### src/design/bbct_pkg.sv
package bbct_pkg;

    typedef enum logic [1:0] {
        CMD_GET   = 2'd0,
        CMD_WRITE = 2'd1,
        CMD_DUP   = 2'd2,
        CMD_REL   = 2'd3
    } t_cmd;

    typedef enum logic [1:0] {
        ST_OK      = 2'd0,
        ST_NO_FREE = 2'd1,
        ST_REL_0   = 2'd2,
        ST_SAT     = 2'd3
    } t_status;

    localparam logic [7:0] REF_MAX = 8'd255;

    typedef struct packed {
        t_cmd        cmd;
        logic [31:0] block_number;
        logic [3:0]  slot;
        logic        in_range;
    } t_job;

    typedef struct packed {
        logic [3:0] result_slot;
        logic       hit;
        logic       need_disk_read;
        logic       need_disk_write;
        logic [7:0] ref_after;
        t_status    status;
    } t_result;

endpackage

### src/design/bbct_req_if.sv
interface bbct_req_if;
    logic        valid;
    logic        ready;
    logic [1:0]  cmd;
    logic [31:0] block_number;
    logic [3:0]  slot;

    modport source (output valid, output cmd, output block_number, output slot, input ready);
    modport sink (input valid, input cmd, input block_number, input slot, output ready);
endinterface

### src/design/bbct_rsp_if.sv
interface bbct_rsp_if;
    logic       valid;
    logic       ready;
    logic [3:0] result_slot;
    logic       hit;
    logic       need_disk_read;
    logic       need_disk_write;
    logic [7:0] ref_after;
    logic [1:0] status;

    modport source (
        output valid, output result_slot, output hit, output need_disk_read,
        output need_disk_write, output ref_after, output status, input ready
    );
    modport sink (
        input valid, input result_slot, input hit, input need_disk_read,
        input need_disk_write, input ref_after, input status, output ready
    );
endinterface

### src/design/bbct_front.sv
module bbct_front #(
    parameter int ENTRIES = 16
) (
    input  logic          i_clk,
    input  logic          i_rst_n,
    input  logic          i_valid,
    output logic          o_ready,
    input  logic [1:0]    i_cmd,
    input  logic [31:0]   i_block_number,
    input  logic [3:0]    i_slot,
    output logic          o_job_valid,
    input  logic          i_job_ready,
    output bbct_pkg::t_job o_job
);
    import bbct_pkg::*;

    t_job       r_q [2];
    logic       r_wp, r_rp;
    logic [1:0] r_cnt;
    logic       push, pop;
    t_job       job_in;

    always_comb begin
        job_in.cmd          = t_cmd'(i_cmd);
        job_in.block_number = i_block_number;
        job_in.slot         = i_slot;
        job_in.in_range     = (32'(i_slot) < 32'(ENTRIES));
    end

    assign o_ready     = (r_cnt != 2'd2);
    assign push        = i_valid && o_ready;
    assign o_job_valid = (r_cnt != 2'd0);
    assign pop         = o_job_valid && i_job_ready;
    assign o_job       = r_q[r_rp];

    always_ff @(posedge i_clk) begin
        if (!i_rst_n) begin
            r_wp  <= 1'b0;
            r_rp  <= 1'b0;
            r_cnt <= 2'd0;
        end else begin
            if (push) r_wp <= ~r_wp;
            if (pop) r_rp <= ~r_rp;
            r_cnt <= r_cnt + 2'(push) - 2'(pop);
        end
    end

    always_ff @(posedge i_clk) begin
        if (push) r_q[r_wp] <= job_in;
    end

endmodule

### src/design/bbct_back.sv
module bbct_back #(
    parameter int ENTRIES = 16
) (
    input  logic              i_clk,
    input  logic              i_rst_n,
    input  logic              i_job_valid,
    output logic              o_job_ready,
    input  bbct_pkg::t_job    i_job,
    output logic              o_res_valid,
    input  logic              i_res_ready,
    output bbct_pkg::t_result o_res
);
    import bbct_pkg::*;

    localparam int IW = (ENTRIES > 1) ? $clog2(ENTRIES) : 1;

    typedef enum logic [1:0] {
        S_LOOK = 2'b01,
        S_EXEC = 2'b10
    } t_state;

    t_state  r_state, n_state;
    t_job    r_job;
    logic [ENTRIES-1:0] r_hitv, r_freev;
    logic [31:0] r_tag [ENTRIES];
    logic [7:0]  r_ref [ENTRIES];
    logic [ENTRIES-1:0] r_vld;
    logic    r_ovld;
    t_result r_res;

    logic          pop, do_exec;
    logic          hit_any, free_any;
    logic [IW-1:0] hit_idx, free_idx, idx;
    logic          sel_ok;
    logic [7:0]    cur_ref;
    logic          cur_vld;
    logic          wr_en, tag_we;
    logic [7:0]    n_ref_e;
    logic          n_vld_e;
    logic [31:0]   n_tag_e;
    t_result       n_res;

    assign o_job_ready = (r_state == S_LOOK);
    assign pop         = i_job_valid && o_job_ready;
    assign do_exec     = (r_state == S_EXEC) && (!r_ovld || i_res_ready);

    always_comb begin
        unique case (r_state)
            S_LOOK:  n_state = pop ? S_EXEC : S_LOOK;
            S_EXEC:  n_state = do_exec ? S_LOOK : S_EXEC;
            default: n_state = S_LOOK;
        endcase
    end

    always_ff @(posedge i_clk) begin
        if (!i_rst_n) r_state <= S_LOOK;
        else r_state <= n_state;
    end

    // match and free vectors against the stable table
    always_ff @(posedge i_clk) begin
        if (pop) begin
            r_job <= i_job;
            for (int i = 0; i < ENTRIES; i++) begin
                r_hitv[i]  <= (r_ref[i] != 8'd0) && (r_tag[i] == i_job.block_number);
                r_freev[i] <= (r_ref[i] == 8'd0);
            end
        end
    end

    // lowest set bit wins
    always_comb begin
        hit_any  = 1'b0;
        free_any = 1'b0;
        hit_idx  = '0;
        free_idx = '0;
        for (int i = ENTRIES - 1; i >= 0; i--) begin
            if (r_hitv[i]) begin
                hit_any = 1'b1;
                hit_idx = IW'(i);
            end
            if (r_freev[i]) begin
                free_any = 1'b1;
                free_idx = IW'(i);
            end
        end
    end

    always_comb begin
        if (r_job.cmd == CMD_GET) begin
            idx    = hit_any ? hit_idx : free_idx;
            sel_ok = hit_any || free_any;
        end else begin
            idx    = IW'(r_job.slot);
            sel_ok = r_job.in_range;
        end
    end

    assign cur_ref = r_ref[idx];
    assign cur_vld = r_vld[idx];

    always_comb begin
        n_res   = '0;
        wr_en   = 1'b0;
        tag_we  = 1'b0;
        n_ref_e = cur_ref;
        n_vld_e = cur_vld;
        n_tag_e = r_job.block_number;
        case (r_job.cmd)
            CMD_GET: begin
                if (sel_ok) begin
                    wr_en                = 1'b1;
                    n_vld_e              = 1'b1;
                    n_res.result_slot    = 4'(idx);
                    n_res.need_disk_read = !cur_vld;
                    if (hit_any) begin
                        n_res.hit       = 1'b1;
                        n_res.ref_after = cur_ref;
                    end else begin
                        tag_we          = 1'b1;
                        n_ref_e         = 8'd1;
                        n_res.ref_after = 8'd1;
                    end
                end else begin
                    n_res.status = ST_NO_FREE;
                end
            end
            CMD_WRITE: begin
                n_res.result_slot = r_job.slot;
                if (sel_ok) begin
                    wr_en                 = 1'b1;
                    n_vld_e               = 1'b1;
                    n_res.need_disk_write = 1'b1;
                    n_res.ref_after       = cur_ref;
                end
            end
            CMD_DUP: begin
                n_res.result_slot = r_job.slot;
                if (sel_ok) begin
                    if (cur_ref == REF_MAX) begin
                        n_res.status = ST_SAT;
                    end else begin
                        wr_en   = 1'b1;
                        n_ref_e = cur_ref + 8'd1;
                    end
                    n_res.ref_after = n_ref_e;
                end
            end
            default: begin
                n_res.result_slot = r_job.slot;
                if (sel_ok) begin
                    if (cur_ref == 8'd0) begin
                        n_res.status = ST_REL_0;
                    end else begin
                        wr_en   = 1'b1;
                        n_ref_e = cur_ref - 8'd1;
                        if (n_ref_e == 8'd0) begin
                            n_vld_e = 1'b0;
                            tag_we  = 1'b1;
                            n_tag_e = '0;
                        end
                    end
                    n_res.ref_after = n_ref_e;
                end
            end
        endcase
    end

    // a get that claims a free entry loads its tag; the last release clears the tag back to zero
    always_ff @(posedge i_clk) begin
        if (!i_rst_n) begin
            for (int i = 0; i < ENTRIES; i++) r_tag[i] <= '0;
        end else if (do_exec && tag_we) begin
            r_tag[idx] <= n_tag_e;
        end
    end

    always_ff @(posedge i_clk) begin
        if (!i_rst_n) begin
            for (int i = 0; i < ENTRIES; i++) r_ref[i] <= 8'd0;
            r_vld <= '0;
        end else if (do_exec && wr_en) begin
            r_ref[idx] <= n_ref_e;
            r_vld[idx] <= n_vld_e;
        end
    end

    always_ff @(posedge i_clk) begin
        if (!i_rst_n) begin
            r_ovld <= 1'b0;
        end else if (do_exec) begin
            r_ovld <= 1'b1;
        end else if (i_res_ready) begin
            r_ovld <= 1'b0;
        end
    end

    always_ff @(posedge i_clk) begin
        if (do_exec) r_res <= n_res;
    end

    assign o_res_valid = r_ovld;
    assign o_res       = r_res;

endmodule

### src/design/block_buffer_cache_table.sv
// Buffer cache bookkeeping table: get, write, dup and release beats enter a
// two-beat queue and are carried out one at a time by the back end: a look
// state compares every entry's tag and count in parallel, then an execute
// state picks the entry, updates it and loads the result register, waiting
// there while the result side stalls. No new beat is taken until the last one
// is executed. All tags, counts and valid marks clear in the reset cycle;
// there is no clearing pass. ENTRIES sets the table depth (1 to 16).
module block_buffer_cache_table #(
    parameter int ENTRIES = 16
) (
    input  logic        i_clk,
    input  logic        i_rst_n,
    bbct_req_if.sink    i_req,
    bbct_rsp_if.source  o_rsp
);
    import bbct_pkg::*;

    logic    job_valid, job_ready;
    t_job    job;
    t_result res;

    bbct_front #(.ENTRIES(ENTRIES)) u_front (
        .i_clk          (i_clk),
        .i_rst_n        (i_rst_n),
        .i_valid        (i_req.valid),
        .o_ready        (i_req.ready),
        .i_cmd          (i_req.cmd),
        .i_block_number (i_req.block_number),
        .i_slot         (i_req.slot),
        .o_job_valid    (job_valid),
        .i_job_ready    (job_ready),
        .o_job          (job)
    );

    bbct_back #(.ENTRIES(ENTRIES)) u_back (
        .i_clk       (i_clk),
        .i_rst_n     (i_rst_n),
        .i_job_valid (job_valid),
        .o_job_ready (job_ready),
        .i_job       (job),
        .o_res_valid (o_rsp.valid),
        .i_res_ready (o_rsp.ready),
        .o_res       (res)
    );

    assign o_rsp.result_slot     = res.result_slot;
    assign o_rsp.hit             = res.hit;
    assign o_rsp.need_disk_read  = res.need_disk_read;
    assign o_rsp.need_disk_write = res.need_disk_write;
    assign o_rsp.ref_after       = res.ref_after;
    assign o_rsp.status          = res.status;

endmodule

### src/flat_wrapper.sv
// flat-port wrapper written by rule: the top's interface ports become plain ports
module block_buffer_cache_table_flat import bbct_pkg::*;
#(
    parameter int ENTRIES = 16
)
  (i_clk, i_rst_n, i_req_valid, i_req_cmd, i_req_block_number, i_req_slot, i_req_ready, o_rsp_valid, o_rsp_result_slot, o_rsp_hit, o_rsp_need_disk_read, o_rsp_need_disk_write, o_rsp_ref_after, o_rsp_status, o_rsp_ready);
  bbct_req_if i_req_i ();
  bbct_rsp_if o_rsp_i ();
  input  logic i_clk;
  input  logic i_rst_n;
  input wire logic [$bits(i_req_i.valid)-1:0] i_req_valid;
  input wire logic [$bits(i_req_i.cmd)-1:0] i_req_cmd;
  input wire logic [$bits(i_req_i.block_number)-1:0] i_req_block_number;
  input wire logic [$bits(i_req_i.slot)-1:0] i_req_slot;
  output wire logic [$bits(i_req_i.ready)-1:0] i_req_ready;
  output wire logic [$bits(o_rsp_i.valid)-1:0] o_rsp_valid;
  output wire logic [$bits(o_rsp_i.result_slot)-1:0] o_rsp_result_slot;
  output wire logic [$bits(o_rsp_i.hit)-1:0] o_rsp_hit;
  output wire logic [$bits(o_rsp_i.need_disk_read)-1:0] o_rsp_need_disk_read;
  output wire logic [$bits(o_rsp_i.need_disk_write)-1:0] o_rsp_need_disk_write;
  output wire logic [$bits(o_rsp_i.ref_after)-1:0] o_rsp_ref_after;
  output wire logic [$bits(o_rsp_i.status)-1:0] o_rsp_status;
  input wire logic [$bits(o_rsp_i.ready)-1:0] o_rsp_ready;
  assign i_req_i.valid = i_req_valid;
  assign i_req_i.cmd = i_req_cmd;
  assign i_req_i.block_number = i_req_block_number;
  assign i_req_i.slot = i_req_slot;
  assign i_req_ready = i_req_i.ready;
  assign o_rsp_valid = o_rsp_i.valid;
  assign o_rsp_result_slot = o_rsp_i.result_slot;
  assign o_rsp_hit = o_rsp_i.hit;
  assign o_rsp_need_disk_read = o_rsp_i.need_disk_read;
  assign o_rsp_need_disk_write = o_rsp_i.need_disk_write;
  assign o_rsp_ref_after = o_rsp_i.ref_after;
  assign o_rsp_status = o_rsp_i.status;
  assign o_rsp_i.ready = o_rsp_ready;
  block_buffer_cache_table #(.ENTRIES(ENTRIES)) u_core (.i_clk(i_clk), .i_rst_n(i_rst_n), .i_req(i_req_i), .o_rsp(o_rsp_i));
endmodule
### config.mk
export PLATFORM = sky130hd
export DESIGN_NAME = block_buffer_cache_table_flat
export DESIGN_NICKNAME = d
export VERILOG_FILES = /design/src/design/bbct_pkg.sv /design/src/design/bbct_req_if.sv /design/src/design/bbct_rsp_if.sv /design/src/design/bbct_front.sv /design/src/design/bbct_back.sv /design/src/design/block_buffer_cache_table.sv /design/src/flat_wrapper.sv
export SDC_FILE = /design/constraint.sdc
export NUM_CORES = 1
export LEC_CHECK = 0
export ABC_AREA = 1
export BUFFER_PORTS_ARGS = -buffer_cell sky130_fd_sc_hd__buf_2
export CORE_MARGIN = 2
export CORE_UTILIZATION = 55
export DETAILED_ROUTE_END_ITERATION = 16
export PLACE_DENSITY_LB_ADDON = 0.15
export SLEW_MARGIN = 0
export SYNTH_ARGS = -nofsm -noshare
export SYNTH_HDL_FRONTEND = slang
export SYNTH_SLANG_ARGS = --single-unit
### constraint.sdc
create_clock -name i_clk -period 9.5 [get_ports i_clk]
set_clock_uncertainty 0.1 [all_clocks]
set_input_delay 1.9 -clock i_clk [delete_from_list [all_inputs] [get_ports i_clk]]
set_output_delay 1.9 -clock i_clk [all_outputs]
set_load 0.01 [all_outputs]
==> results.cfg <==
[detailed_routing]
wl_per_cell_um = 26.7
drc = 0
drtPass1Iterations = 8
avgViaCountPerCell = 6.16
vias = 29799
ant_nets = 0
wirelength_um = 129000
first_iter_violations = 4534

[power]
power_density_nw_per_um2 = 310
power_frac_comb_pct = 40.7
switchingPower_mw = 5.90
clock_power_share_pct = 25.3
swShare_pct = 43.9
internal_power_mw = 7.53
ir_worst_vdd_uv = 444
seqPwrFrac_pct = 34.0
power.leakage_nw = 16.4

[global_routing]
grt_max_degree = 83
antenna_found_initial = 5
grt_pass1_wl_um = 186000
first_global_vias = 27909
track_usage_pct = 34.9
overflow = 0

[clocking]
cts.repair.resized = 0
cts-root-buf = clkbuf_16
clk_pin_slew_ps = 60
post_cts_buffers = 0
clock_sinks = 827
htreeDepth = 3
cts_tree = yes
clock_path_buffers = 3
cts_buffers = 89
cts-hold-fix-buffers = 0
clkLatencyLatePin_ps = 670

[setup_path]
r2r_cells = 30
crit_path_end_kind = flip-flop
crit_arrival_ps = 7040
cp.required_ps = 9880
path_delay_family = simple AND/OR/NAND/NOR gates
crit_type = reg -> reg
max_stage_delay_ps = 900
reg2reg_slack_ps = 2830
worst-path-buf-inv = 8
critPathSlowestCell = nand2_1
cp_max_fo = 32
r2r_start = u_core.u_back.r_hitv[7]$_DFFE_PP_
start_kind = flip-flop
crit_path_frequent_cell = nand2_1
r2r-end = u_core.u_back.r_tag[14][31]$_SDFFCE_PN0P_

[sta]
finalHoldViolCount = 0
rsz0062_at_grt = false
fin_tns_setup_ps = 0
post-route-period-util_pct = 70.2
final_max_slew_viol_count = 0
worst_pin_slew_ps = 1310
min_period_ps = 6670
slew-limit-headroom_pct = 12.2
setup_viol = 0
fmax_mhz = 150

[floorplanning]
start_util_pct = 55.3
die-area_um2 = 73800
rows = 98
die_w_um = 272
die_y_um = 272
ioPinCount = 61
design.core.area_um2 = 71200

[logic_synthesis]
synth_area_um2 = 39400
ys_warn_count = 0
ys_ff_latch = 827
syn_inst = 3792
syn_area_per_cell_um2 = 10.4
yosysSeqAreaShare_pct = 62.4
ys_types = 58
synth_fp_nets = 3845

[job]
maxCapViolations = 0

[layout]
stdcell_area_um2 = 43300
syn_to_final_growth_pct = 9.90
finalNetCount = 3872
drive_gt1_share_pct = 12.9

[placement]
place.gp.congestion = 0.941
dpl-instance-area_um2 = 40500
dpl.hpwl_um = 79400
io_buffer_count = 60

[min_path]
hold_class = reg -> reg
min_from = u_core.u_front.r_rp$_SDFFE_PN0P_
whs_path_depth = 1

[outcome]
outcome = complete, no violations
-- metal layers --
layer | share of wire, % | track usage, % | vias to the layer above
met1 | 37 | 46.0 | 14338
met4 | 6.1 | 19.5 | 6
met2 | 45 | 54.8 | 1921
li1 | - | - | 13126
met3 | 12 | 6.86 | 408
met5 | 0.036 | 0 | -
-- cells in the mapped netlist, drive strengths merged --
library cell | instances | area [µm²]
a211o | 1 | 8.76
and3 | 6 | 37.5
edfxtp | 803 | 24100
clkbuf | 94 | 353
o221ai | 4 | 35.0
xor2 | 74 | 648
nor3b | 1 | 7.51
o211ai | 6 | 45.0
a31oi | 2 | 18.8
inv | 224 | 841
or4 | 28 | 210
nand3 | 137 | 813
o31ai | 1 | 12.5
a22o | 44 | 385
o21ai | 152 | 761
nand4 | 23 | 150
o21bai | 1 | 7.51
nor2 | 776 | 2960
nand2 | 745 | 3050
ha | 11 | 138
dfxtp | 24 | 480
clkinv | 5 | 18.8
a22oi | 16 | 120
nand3b | 4 | 30.0
nor4 | 51 | 325
a21oi | 34 | 170
nor4b | 2 | 17.5
a2111o | 1 | 11.3
a211oi | 15 | 113
o22ai | 84 | 532
o2111ai | 5 | 43.8
nor3 | 15 | 80.1
a2111oi | 6 | 52.6
a21boi | 3 | 22.5
buf | 108 | 679
a221o | 6 | 60.1
or2 | 152 | 951
xnor2 | 67 | 587
o2111a | 2 | 22.5
a221oi | 59 | 517
-- stage by stage --
step	hold WS [ps]	power (mW)	instances	util [%]	worst slack, ps
floorplan	326	7.78	3792	-	4280
global placement	340	9.91	4678	56.9	3130
detailed placement	344	9.92	4678	56.9	3020
CTS	352	13.3	4839	60.8	2990
global route	399	13.8	4839	60.8	2450
finish	358	13.4	4840	60.8	2830
-- layout make-up --
| class | instances | area [µm²] |
|---|---|---|
| Antenna cell | 1 | 2.50 |
| Clock buffer | 110 | 2370 |
| Clock inverter | 51 | 442 |
| Fill cell | 5842 | 27900 |
| Inverter | 229 | 862 |
| Multi-Input combinational cell | 2534 | 13000 |
| Sequential cell | 827 | 24600 |
| Tap cell | 950 | 1190 |
| Timing Repair Buffer | 138 | 886 |
-- state kept, by name (all words and copies together), names as in the netlist, named ones only --
signal	count
u_core.u_back.r_hitv	16
u_core.u_front.r_cnt	2
u_core.u_back.o_res	17
u_core.u_back.r_job	38
u_core.u_back.o_res_valid	1
u_core.u_front.r_wp	1
u_core.u_back.r_state	2
u_core.u_back.r_freev	16
u_core.u_front.r_rp	1
u_core.u_back.r_ref	128
u_core.u_front.r_q	76
u_core.u_back.r_vld	16
u_core.u_back.r_tag	512
-- logic make-up (layout without fill, tap and decap cells) --
logic type / Yosys count / in the layout / synth area share, %
other: 0 / 1 / 0
AO/OA/AOI/OAI: 442 / 442 / 7.45
AND/OR/NAND/NOR: 1940 / 1940 / 21.9
buffers and inverters: 431 / 528 / 4.80
XOR/XNOR: 141 / 141 / 3.13
adder cells (fa/ha/maj): 11 / 11 / 0.349
flip-flops: 827 / 827 / 62.4
-- worst register-to-register path, delay by kind of cell, from the launching register on --
| family | cells | cell delay (ps) |
|---|---|---|
| compound gates | 1 | 170 |
| fa+ha+maj | 1 | 240 |
| buf+inv | 8 | 1740 |
| flops | 1 | 410 |
| simple gates | 20 | 3820 |
-- power groups by stage --
stage	clock network [mW]	registers, mW	logic (mW)
finish	3.39	4.57	5.47
global route	3.55	4.60	5.69
CTS	3.40	4.57	5.30
detailed placement	0	4.64	5.28
global placement	0	4.64	5.27
floorplan	0	4.60	3.17
-- placed cells by master, fill, tap and decap left out, types with 13 or more instances in the layout --
master	instances
clkbuf_1	17
nand2_4	33
a211oi_1	15
a21oi_1	34
nor4_1	47
a221oi_1	59
nand2_1	708
nor2_1	762
clkbuf_16	91
clkinv_1	24
buf_4	78
o21ai_1	14
o22ai_1	83
dfxtp_1	24
xnor2_1	67
inv_2	14
xor2_1	74
a22oi_1	16
inv_1	209
or4_1	28
edfxtp_1	803
a22o_1	44
nand3_1	125
nor3_1	13
clkinv_2	17
buf_2	60
nand4_1	22
or2_2	151
o21ai_0	138
-- how the worst max path moves through the flow --
stage                                                 start                                   endpoint  slack (ps)  cells past startpoint
final                     u_core.u_back.r_hitv[7]$_DFFE_PP_  u_core.u_back.r_tag[14][31]$_SDFFCE_PN0P_        2830                     30
after global routing      u_core.u_back.r_hitv[7]$_DFFE_PP_   u_core.u_back.r_tag[7][31]$_SDFFCE_PN0P_        2450                     30
after CTS                 u_core.u_back.r_hitv[7]$_DFFE_PP_  u_core.u_back.r_tag[13][14]$_SDFFCE_PN0P_        2990                     28
after detailed placement  u_core.u_back.r_hitv[7]$_DFFE_PP_  u_core.u_back.r_tag[13][10]$_SDFFCE_PN0P_        3020                     28
after global placement    u_core.u_back.r_hitv[7]$_DFFE_PP_   u_core.u_back.r_tag[12][1]$_SDFFCE_PN0P_        3130                     28
after floorplan                                     i_rst_n    u_core.u_back.r_tag[5][0]$_SDFFCE_PN0P_        4280                      7
No activity file was read; power rests on OpenSTA's default activity.
